## config.mk

```make
export PLATFORM = sky130hd
export DESIGN_NAME = link_connection_supervisor
export DESIGN_NICKNAME = d
export VERILOG_FILES = /design/src/design/lcs_pkg.sv /design/src/design/lcs_event_unit.sv /design/src/design/link_connection_supervisor.sv
export SDC_FILE = /design/constraint.sdc
export NUM_CORES = 1
export LEC_CHECK = 0
export ABC_AREA = 1
export BUFFER_PORTS_ARGS = -buffer_cell sky130_fd_sc_hd__buf_2
export CAP_MARGIN = 20
export CORE_MARGIN = 3
export CORE_UTILIZATION = 40
export DETAILED_ROUTE_END_ITERATION = 8
export PLACE_DENSITY = 0.54
export SETUP_SLACK_MARGIN = 0.1
export SYNTH_ARGS = -nofsm -noshare
export SYNTH_HDL_FRONTEND = slang
export SYNTH_SLANG_ARGS = --single-unit
```

## constraint.sdc

```tcl
create_clock -name clk -period 5.16 [get_ports clk]
set_input_delay 0.516 -clock clk [delete_from_list [all_inputs] [get_ports clk]]
set_output_delay 0.516 -clock clk [all_outputs]
set_load 0.1 [all_outputs]
```

## src/design/lcs_pkg.sv

```systemverilog
// Link connection supervisor: shared package.
// Link and engine state codes, opcodes, action codes and default sizes.
// No dependencies.
package lcs_pkg;

	localparam int NumSlotsDef    = 16;
	localparam int AttemptBitsDef = 8;

	typedef enum logic [3:0] {
		LS_DOWN          = 4'd0,
		LS_DISABLED      = 4'd1,
		LS_CONNECTING    = 4'd2,
		LS_DISCONNECTING = 4'd3,
		LS_CONNPEND      = 4'd4,
		LS_DISCPEND      = 4'd5,
		LS_UP            = 4'd6,
		LS_RECONNPEND    = 4'd7,
		LS_RECONNECTING  = 4'd8,
		LS_FAILED        = 4'd9,
		LS_DELETED       = 4'd10
	} link_st_t;

	localparam logic [2:0] EN_STOPPED   = 3'd0;
	localparam logic [2:0] EN_STARTING  = 3'd1;
	localparam logic [2:0] EN_RUNNING   = 3'd2;
	localparam logic [2:0] EN_STOPPING  = 3'd3;
	localparam logic [2:0] EN_STARTPEND = 3'd4;
	localparam logic [2:0] EN_STOPPEND  = 3'd5;

	localparam logic [3:0] OP_START    = 4'd0;
	localparam logic [3:0] OP_STOP     = 4'd1;
	localparam logic [3:0] OP_UP       = 4'd2;
	localparam logic [3:0] OP_DOWN     = 4'd3;
	localparam logic [3:0] OP_CONN     = 4'd4;
	localparam logic [3:0] OP_DISC     = 4'd5;
	localparam logic [3:0] OP_RECONNING = 4'd6;
	localparam logic [3:0] OP_RECONN   = 4'd7;
	localparam logic [3:0] OP_TIMER    = 4'd8;
	localparam logic [3:0] OP_DELETE   = 4'd9;

	localparam logic [2:0] ACT_NONE   = 3'd0;
	localparam logic [2:0] ACT_CONN   = 3'd1;
	localparam logic [2:0] ACT_DISC   = 3'd2;
	localparam logic [2:0] ACT_RECNOW = 3'd3;
	localparam logic [2:0] ACT_RECDLY = 3'd4;

	typedef enum logic [2:0] {
		CAT_DOWN, CAT_DISABLED, CAT_TRANS, CAT_UP, CAT_RECONN, CAT_FAILED, CAT_NONE
	} cat_t;

	function automatic logic is_trans(input logic [3:0] s);
		return (s >= LS_CONNECTING) && (s <= LS_DISCPEND);
	endfunction

	function automatic cat_t cat_of(input logic [3:0] s);
		cat_t c;
		c = CAT_NONE;
		if (s == LS_DOWN)
			c = CAT_DOWN;
		else if (s == LS_DISABLED)
			c = CAT_DISABLED;
		else if (is_trans(s))
			c = CAT_TRANS;
		else if (s == LS_UP)
			c = CAT_UP;
		else if (s == LS_RECONNPEND || s == LS_RECONNECTING)
			c = CAT_RECONN;
		else if (s == LS_FAILED)
			c = CAT_FAILED;
		return c;
	endfunction

	// outcome of one slot event, handed from the event unit to the sequencer
	typedef struct packed {
		logic [3:0] next;
		logic [2:0] act;
		logic       en;
		logic       clr_att;
		logic       inc_att;
	} ev_res_t;

endpackage

```

## src/design/lcs_event_unit.sv

```systemverilog
// Link connection supervisor: shared slot event unit.
// Combinational next-state, action and enable update of one slot.
// Depends on lcs_pkg.
module lcs_event_unit import lcs_pkg::*; (
	input  logic [3:0] op,
	input  logic       flag,
	input  logic [3:0] prev,
	input  logic       en_in,
	input  logic       running,
	output ev_res_t    res
);

	always_comb begin
		res.next    = prev;
		res.act     = ACT_NONE;
		res.en      = en_in;
		res.clr_att = 1'b0;
		res.inc_att = 1'b0;
		case (op)
			OP_UP: begin
				if (flag)
					res.en = 1'b1;
				if (prev == LS_DISABLED || prev == LS_DOWN || prev == LS_FAILED) begin
					if (running) begin
						res.next = LS_CONNECTING;
						res.act  = ACT_CONN;
					end else
						res.next = LS_DOWN;
				end else if (prev == LS_DISCONNECTING) begin
					if (running && res.en)
						res.next = LS_CONNPEND;
				end else if (prev == LS_DISCPEND) begin
					if (res.en)
						res.next = LS_CONNECTING;
				end
			end
			OP_DOWN: begin
				if (flag)
					res.en = 1'b0;
				if (prev == LS_DOWN) begin
					if (!res.en)
						res.next = LS_DISABLED;
				end else if (prev == LS_UP || prev == LS_RECONNPEND ||
						prev == LS_RECONNECTING) begin
					res.next = LS_DISCONNECTING;
					res.act  = ACT_DISC;
				end else if (prev == LS_CONNECTING)
					res.next = LS_DISCPEND;
				else if (prev == LS_CONNPEND)
					res.next = LS_DISCONNECTING;
			end
			OP_CONN: begin
				if (prev == LS_CONNECTING || prev == LS_RECONNPEND ||
						prev == LS_RECONNECTING || prev == LS_UP) begin
					res.next    = LS_UP;
					res.clr_att = 1'b1;
				end else if (prev == LS_DISCPEND) begin
					res.next    = LS_DISCONNECTING;
					res.act     = ACT_DISC;
					res.clr_att = 1'b1;
				end
			end
			OP_DISC: begin
				if (prev == LS_CONNECTING || prev == LS_DISCPEND || prev == LS_RECONNPEND ||
						prev == LS_RECONNECTING || prev == LS_UP) begin
					res.next    = en_in ? LS_FAILED : LS_DISABLED;
					res.clr_att = 1'b1;
				end else if (prev == LS_DISCONNECTING) begin
					res.next    = en_in ? LS_DOWN : LS_DISABLED;
					res.clr_att = 1'b1;
				end else if (prev == LS_CONNPEND) begin
					if (en_in) begin
						res.next = LS_CONNECTING;
						res.act  = ACT_CONN;
					end else
						res.next = LS_DISABLED;
					res.clr_att = 1'b1;
				end
			end
			OP_RECONNING: begin
				if (prev == LS_UP)
					res.next = LS_CONNECTING;
			end
			OP_RECONN: begin
				if (prev == LS_CONNECTING || prev == LS_RECONNECTING || prev == LS_UP) begin
					res.next    = LS_RECONNPEND;
					res.act     = flag ? ACT_RECNOW : ACT_RECDLY;
					res.inc_att = 1'b1;
				end else if (prev == LS_DISCPEND)
					res.act = ACT_DISC;
			end
			OP_TIMER: begin
				if (prev == LS_RECONNPEND) begin
					res.next = LS_RECONNECTING;
					res.act  = ACT_CONN;
				end
			end
			OP_DELETE:
				res.next = LS_DELETED;
			default: ;
		endcase
	end

endmodule

```

## src/design/link_connection_supervisor.sv

```systemverilog
// Link connection supervisor: top level with slot table, counters, engine and sequencer.
// Uses lcs_pkg and lcs_event_unit.
//
// channel | direction | handshake     | payload
// in      | input     | valid / stall | opcode, slot, flag
// out     | output    | out_valid / out_stall | out_slot, link_status, action, attempts,
//         |           |               | engine_mode, last
//
// Each beat: latch in ST_IDLE, read-modify-write the slot in ST_EXEC, present the result
// in ST_OUT, held while out_stall is high. A fan-out runs NUM_SLOTS slots in order.
// Every step goes through the single event unit; no input is taken until the last
// result has left. Reset puts slots and counters at all-down and stops the engine.
module link_connection_supervisor import lcs_pkg::*; #(
	parameter int NUM_SLOTS    = NumSlotsDef,
	parameter int ATTEMPT_BITS = AttemptBitsDef
) (
	input  logic       clk,
	input  logic       arst_n,
	input  logic       valid,
	output logic       stall,
	input  logic [3:0] opcode,
	input  logic [3:0] slot,
	input  logic       flag,
	output logic       out_valid,
	input  logic       out_stall,
	output logic [3:0] out_slot,
	output logic [3:0] link_status,
	output logic [2:0] action,
	output logic [7:0] attempts,
	output logic [2:0] engine_mode,
	output logic       last
);

	localparam int SW = $clog2(NUM_SLOTS + 1);
	localparam int IW = (NUM_SLOTS > 1) ? $clog2(NUM_SLOTS) : 1;
	localparam int CW = SW;
	localparam logic [ATTEMPT_BITS-1:0] AMAX = '1;

	typedef enum logic [1:0] {ST_IDLE, ST_EXEC, ST_OUT} seq_t;

	seq_t seq_q;
	logic [3:0] op_q;
	logic [3:0] slot_q;
	logic       flag_q;
	logic [1:0] sweep_q;
	logic       in_sweep_q;
	logic [SW-1:0] idx_q;

	logic [3:0]              st_q  [NUM_SLOTS];
	logic                    en_q  [NUM_SLOTS];
	logic [ATTEMPT_BITS-1:0] att_q [NUM_SLOTS];

	logic [2:0] eng_q;
	logic [CW-1:0] c_down_q, c_dis_q, c_tr_q, c_up_q, c_rc_q, c_fail_q;

	// current step operands
	logic [3:0]    cur_op;
	logic          cur_flag;
	logic [SW-1:0] cur_slot_w;
	logic          cur_valid_slot;
	logic [IW-1:0] cur_idx;
	logic [3:0]    prev;
	logic          running;
	ev_res_t       res;

	always_comb begin
		if (in_sweep_q) begin
			cur_op     = (sweep_q == 2'd1) ? OP_UP : OP_DOWN;
			cur_flag   = 1'b0;
			cur_slot_w = idx_q;
		end else begin
			cur_op     = op_q;
			cur_flag   = flag_q;
			cur_slot_w = SW'(slot_q);
		end
		cur_valid_slot = in_sweep_q || (32'(slot_q) < NUM_SLOTS);
		cur_idx = cur_valid_slot ? cur_slot_w[IW-1:0] : '0;
		prev    = st_q[cur_idx];
		running = (eng_q == EN_STARTING) || (eng_q == EN_RUNNING);
	end

	lcs_event_unit u_ev (
		.op     (cur_op),
		.flag   (cur_flag),
		.prev   (prev),
		.en_in  (en_q[cur_idx]),
		.running(running),
		.res    (res)
	);

	logic is_slot_ev;
	assign is_slot_ev = in_sweep_q ||
		(cur_valid_slot && op_q >= OP_UP && op_q <= OP_DELETE);

	// counter update and engine move
	logic [CW-1:0] nd, ndi, nt, nu, nr, nf;
	logic [2:0]    eng_n;
	logic [1:0]    req_n;
	logic          moved, was_low, was_high;
	cat_t          cp, cn;

	always_comb begin
		nd = c_down_q; ndi = c_dis_q; nt = c_tr_q;
		nu = c_up_q;   nr = c_rc_q;   nf = c_fail_q;
		eng_n = eng_q;
		req_n = 2'd0;
		cp = cat_of(prev);
		cn = cat_of(res.next);
		was_low  = (prev == LS_DOWN) || is_trans(prev);
		was_high = (prev == LS_UP) || is_trans(prev);
		moved = is_slot_ev && (prev != res.next) &&
			!(is_trans(prev) && is_trans(res.next));
		if (!is_slot_ev) begin
			if (op_q == OP_START) begin
				if (eng_q == EN_STOPPED) begin
					eng_n = EN_STARTING; req_n = 2'd1;
				end else if (eng_q == EN_STOPPING)
					eng_n = EN_STARTPEND;
			end else if (op_q == OP_STOP) begin
				if (eng_q == EN_RUNNING) begin
					eng_n = EN_STOPPING; req_n = 2'd2;
				end else if (eng_q == EN_STARTING)
					eng_n = EN_STOPPEND;
			end
		end else if (moved) begin
			case (cp)
				CAT_DOWN:     nd  = nd - 1'b1;
				CAT_DISABLED: ndi = ndi - 1'b1;
				CAT_TRANS:    nt  = nt - 1'b1;
				CAT_UP:       nu  = nu - 1'b1;
				CAT_RECONN:   nr  = nr - 1'b1;
				CAT_FAILED:   nf  = nf - 1'b1;
				default: ;
			endcase
			case (cn)
				CAT_DOWN:     nd  = nd + 1'b1;
				CAT_DISABLED: ndi = ndi + 1'b1;
				CAT_TRANS:    nt  = nt + 1'b1;
				CAT_UP:       nu  = nu + 1'b1;
				CAT_RECONN:   nr  = nr + 1'b1;
				CAT_FAILED:   nf  = nf + 1'b1;
				default: ;
			endcase
			case (eng_q)
				EN_STARTING:
					if (was_low && (nd + nt) == '0) eng_n = EN_RUNNING;
				EN_STOPPEND:
					if (was_low && (nd + nt) == '0) begin
						eng_n = EN_STOPPING; req_n = 2'd2;
					end
				EN_STOPPING:
					if (was_high && (nu + nt) == '0) eng_n = EN_STOPPED;
				EN_STARTPEND:
					if (was_high && (nu + nt) == '0) begin
						eng_n = EN_STARTING; req_n = 2'd1;
					end
				default: ;
			endcase
		end
	end

	logic [ATTEMPT_BITS-1:0] att_n;
	always_comb begin
		att_n = att_q[cur_idx];
		if (res.clr_att)
			att_n = '0;
		else if (res.inc_att && att_n != AMAX)
			att_n = att_n + 1'b1;
	end

	logic last_step;
	assign last_step = in_sweep_q ? (idx_q == SW'(NUM_SLOTS - 1)) : (req_n == 2'd0);

	assign stall = (seq_q != ST_IDLE);

	always_ff @(posedge clk or negedge arst_n) begin
		if (!arst_n) begin
			seq_q      <= ST_IDLE;
			sweep_q    <= 2'd0;
			in_sweep_q <= 1'b0;
			idx_q      <= '0;
			out_valid  <= 1'b0;
			eng_q      <= EN_STOPPED;
			c_down_q   <= CW'(NUM_SLOTS);
			c_dis_q    <= '0;
			c_tr_q     <= '0;
			c_up_q     <= '0;
			c_rc_q     <= '0;
			c_fail_q   <= '0;
			for (int i = 0; i < NUM_SLOTS; i++) begin
				st_q[i]  <= LS_DOWN;
				en_q[i]  <= 1'b0;
				att_q[i] <= '0;
			end
		end else begin
			unique case (seq_q)
				ST_IDLE: begin
					if (valid) begin
						op_q       <= opcode;
						slot_q     <= slot;
						flag_q     <= flag;
						in_sweep_q <= 1'b0;
						seq_q      <= ST_EXEC;
					end
				end
				ST_EXEC: begin
					if (is_slot_ev) begin
						st_q[cur_idx]  <= res.next;
						en_q[cur_idx]  <= res.en;
						att_q[cur_idx] <= att_n;
					end
					c_down_q <= nd; c_dis_q <= ndi; c_tr_q <= nt;
					c_up_q   <= nu; c_rc_q  <= nr;  c_fail_q <= nf;
					eng_q    <= eng_n;
					if (!in_sweep_q)
						sweep_q <= req_n;
					out_valid   <= 1'b1;
					out_slot    <= in_sweep_q ? 4'(idx_q) : slot_q;
					link_status <= cur_valid_slot ?
						(is_slot_ev ? res.next : prev) : LS_DELETED;
					action      <= is_slot_ev ? res.act : ACT_NONE;
					attempts    <= cur_valid_slot ?
						8'(is_slot_ev ? att_n : att_q[cur_idx]) : 8'd0;
					engine_mode <= eng_n;
					last        <= last_step;
					seq_q       <= ST_OUT;
				end
				ST_OUT: begin
					if (!out_stall) begin
						out_valid <= 1'b0;
						if (last)
							seq_q <= ST_IDLE;
						else begin
							idx_q      <= in_sweep_q ? idx_q + 1'b1 : '0;
							in_sweep_q <= 1'b1;
							seq_q      <= ST_EXEC;
						end
					end
				end
				default: seq_q <= ST_IDLE;
			endcase
		end
	end

	a_cnt_sum: assert property (@(posedge clk) disable iff (!arst_n)
		32'(c_down_q) + 32'(c_dis_q) + 32'(c_tr_q) + 32'(c_up_q) + 32'(c_rc_q)
		+ 32'(c_fail_q) <= NUM_SLOTS)
		else $error("category counts exceed slot count");
	a_out_state: assert property (@(posedge clk) disable iff (!arst_n)
		out_valid |-> seq_q == ST_OUT)
		else $error("result shown outside output step");
	a_busy: assert property (@(posedge clk) disable iff (!arst_n)
		(seq_q == ST_IDLE && valid) |=> stall)
		else $error("accepted beat without going busy");
	a_sweep_idx: assert property (@(posedge clk) disable iff (!arst_n)
		in_sweep_q |-> 32'(idx_q) < NUM_SLOTS)
		else $error("sweep index out of range");

endmodule
```

==> run summary <==
Total wire length - 43.7 mm
Top post-synthesis cells by area - dfrtp_1 41%, nand2_1 16%, o21ai_0 8.0%, edfxtp_1 6.7%, inv_1 4.3%
Hold Worst Slack - -0.0347 ns
Worst-path clk slew - 0.06 ns
# rows - 68
Post-synthesis register bit count - 269
Clock H-tree levels - 1
CP Class - flip-flop to flip-flop
Nets - 1934
Period minus WS final - 4.99 ns
CTS root buffer - clkbuf_16
IO Port Bufs - 37
Crit end category - flip-flop
Slowest cell delay on critical path - 0.48 ns
# fillers - 3380
DRC - 0
RSZ-0062 raised after global routing - true
Yosys top cell by area - dfrtp_1
Net Switching - 4830 uW
Clk Latency, worst-skew pair - 0.57 ns
Synth warn - 0
Int Power - 5930 uW
Multiplexer share of the synthesized area - 0%
Worst Path Arrival - 5.30 ns
Routed WL per cell - 18.4 um
Yosys top cell area share - 41.3%
Comb power frac - 54.8%
Most frequent CP cell - nand2_1
Share of cells above drive strength 1 - 17.6%
GRT Resource Usage Total - 22.4%
Final setup TNS - 0 ns
CP startpoint kind - flip-flop
Hold Vio Cnt, Final - 36
First-pass GRT wire length - 68.3 mm
Post-Syn Area - 0.0143 mm2
Largest net degree at the start of global routing - 95
Synth Area in Adders - 1.77%
Vias after detailed routing - 12500
Post-Syn Instances - 1814
Slowest stage cell, crit path - dfrtp_2
EDFF count, synth - 32
Die span in x - 195 um
Syn_nets - 1846
Clock skew - 0.0150 ns
Sequential share of power - 24.5%
DRT antenna net count - 0
Top Ports - 38
Initial Util - 41.0%
Layout overhead on the synthesized area - 19.6%
Switch share - 44.9%
Die H - 195 um
Vias in the first global route - 11700
Power Total - 10800 uW
Post-synthesis compound-gate area fraction - 14.0%
DRT iter0 DRCs - 965
Detailed-route vias per instance - 5.24
Xor/xnor share of the synthesized area - 2.02%
CTS tree - built
Max cap viols - 0
HP Class - primary input to async pin
DIE AREA - 0.0381 mm2
Achievable Freq - 200 MHz
RePlAce Congestion - 0.902
Avg Cell Area, Syn - 7.89 um2
Crit path max-delay family - simple AND/OR/NAND/NOR gates
Core area - 0.0349 mm2
Post-DP HPWL - 27.8 mm
Failing checks - negative hold slack
Clk pwr share - 20.8%
CP max FO - 7
Pwr Density - 628 mW/mm2
Commonest cells post-synth - 626 x nand2_1, 236 x dfrtp_1, 230 x o21ai_0, 165 x inv_1, 85 x nor2_1
Static leakage - 0.00810 uW
CTS buffer count - 31
Final core occ - 49.1%
Distinct cells, synth - 55
TritonRoute pass-1 iters - 5
Synthesized-area fraction occupied by and/or/nand/nor cells - 26.7%
Initial antenna violation count - 0
Number of hold buffers added after cts - 0
CP bufs+invs - 6
Status - finished with violations
# clock sinks - 269
Largest family of logic cells by synthesized area - simple AND/OR/NAND/NOR gates
Inserted Diodes - 0
Final critical-path share of the clock period - 96.8%
Final Max Tran Viols - 0
Post-synth ARST share - 88.1%
Slew headroom - 28.6%
Final setup violation count - 0
Top_reg_cell synth - dfrtp_1
CTS max path bufs - 3
Max IR drop VDD - 480 uV
Tightest Pin Transition - 1.07 ns
Global route overflow - 0
Worst Path Required - 5.47 ns
Cell with the most instances after synthesis - nand2_1
Post-synthesis sequential area ratio - 48.2%
state kept, by name, summed over array words and instances, names as in the netlist, 4 cells and up:
register and count:
att_q 128, st_q 64, en_q 16, attempts 8, c_down_q 5, c_tr_q 5
c_up_q 5, idx_q 5, link_status 4, op_q 4, out_slot 4, slot_q 4
metal layers:
layer	up-vias	share of wire, %	global-route usage [%]
met5	-	0	0
met4	0	2.3	4.65
met1	6027	49	34.5
met2	339	43	33.7
li1	6048	-	-
met3	63	5.6	3.09
placed cells by master, fill, tap and decap left out, types with 36 or more instances in the layout:
cell,n
nand2_2,43
nand2_1,600
clkbuf_16,37
buf_2,36
o21ai_0,226
a22oi_1,64
nor2_1,75
inv_1,159
dfrtp_1,234
buf_4,77
nand3_1,59
cell families (layout without fill, tap and decap cells):
kind of cell	after synthesis	after routing
buffers and inverters	259	370
adder cells (fa/ha/maj)	19	19
AO/OA/AOI/OAI	355	355
AND/OR/NAND/NOR	879	879
flip-flops	269	269
XOR/XNOR	33	33
stage by stage:
| step | instances | worst slack, ns | cell area (um2) |
|---|---|---|---|
| global placement | 2285 | 0.0790 | 15300 |
| floorplan | 1814 | 0.674 | 14300 |
| finish | 2380 | 0.166 | 17100 |
| global route | 2380 | -0.107 | 17100 |
| detailed placement | 2285 | -0.0331 | 15300 |
| CTS | 2341 | 0.103 | 16300 |
worst paths after layout:
path / startpoint / slack (ns) / to / depth (start not counted)
worst max-delay path: in_sweep_q / 0.17 / engine_mode[1] / 30
min in group clk: slot[1] / 0.12 / slot_q[1] / 1
worst min register to register: en_q[4] / 0.47 / en_q[4] / 2
worst min-delay path: arst_n / -0.03 / att_q[103] / 1
max in group asynchronous: arst_n / 3.35 / c_tr_q[4] / 3
worst max register to register: in_sweep_q / 0.17 / engine_mode[1] / 30
power by group through the flow:
stage	clock network, uW	logic (uW)	registers, uW
floorplan	0	3070	2890
global placement	0	4900	2660
detailed placement	0	4900	2660
CTS	2290	4930	2630
global route	2380	6480	2670
finish	2240	5890	2630
what timing repair did:
item | 4_1_cts | 5_1_grt
endpoints found under the setup margin | 7 | 9
resized for setup | 3 | 103
cloned | 0 | 5
pin swaps | 1 | 38
setup buffers | 0 | 34
worst register-to-register path: cells and delay by family, from the launching register on:
family                   cells  cell delay (ns)
flip-flops                   1             0.48
XOR/XNOR                     1             0.18
AO/OA/AOI/OAI                4             0.70
adder cells (fa/ha/maj)      2             0.65
buffers and inverters        6             0.71
AND/OR/NAND/NOR             17             2.01
area by class of cell:
class	count	area [um2]	area share, %
clock inverter	12	118	0.687
inverter	181	698	4.08
tap	455	569	3.32
timing repair buffer	133	1140	6.68
multi-input combinational	1286	6790	39.6
sequential	269	6900	40.3
clock buffer	44	916	5.35
No activity file was read; power rests on OpenSTA's default activity.
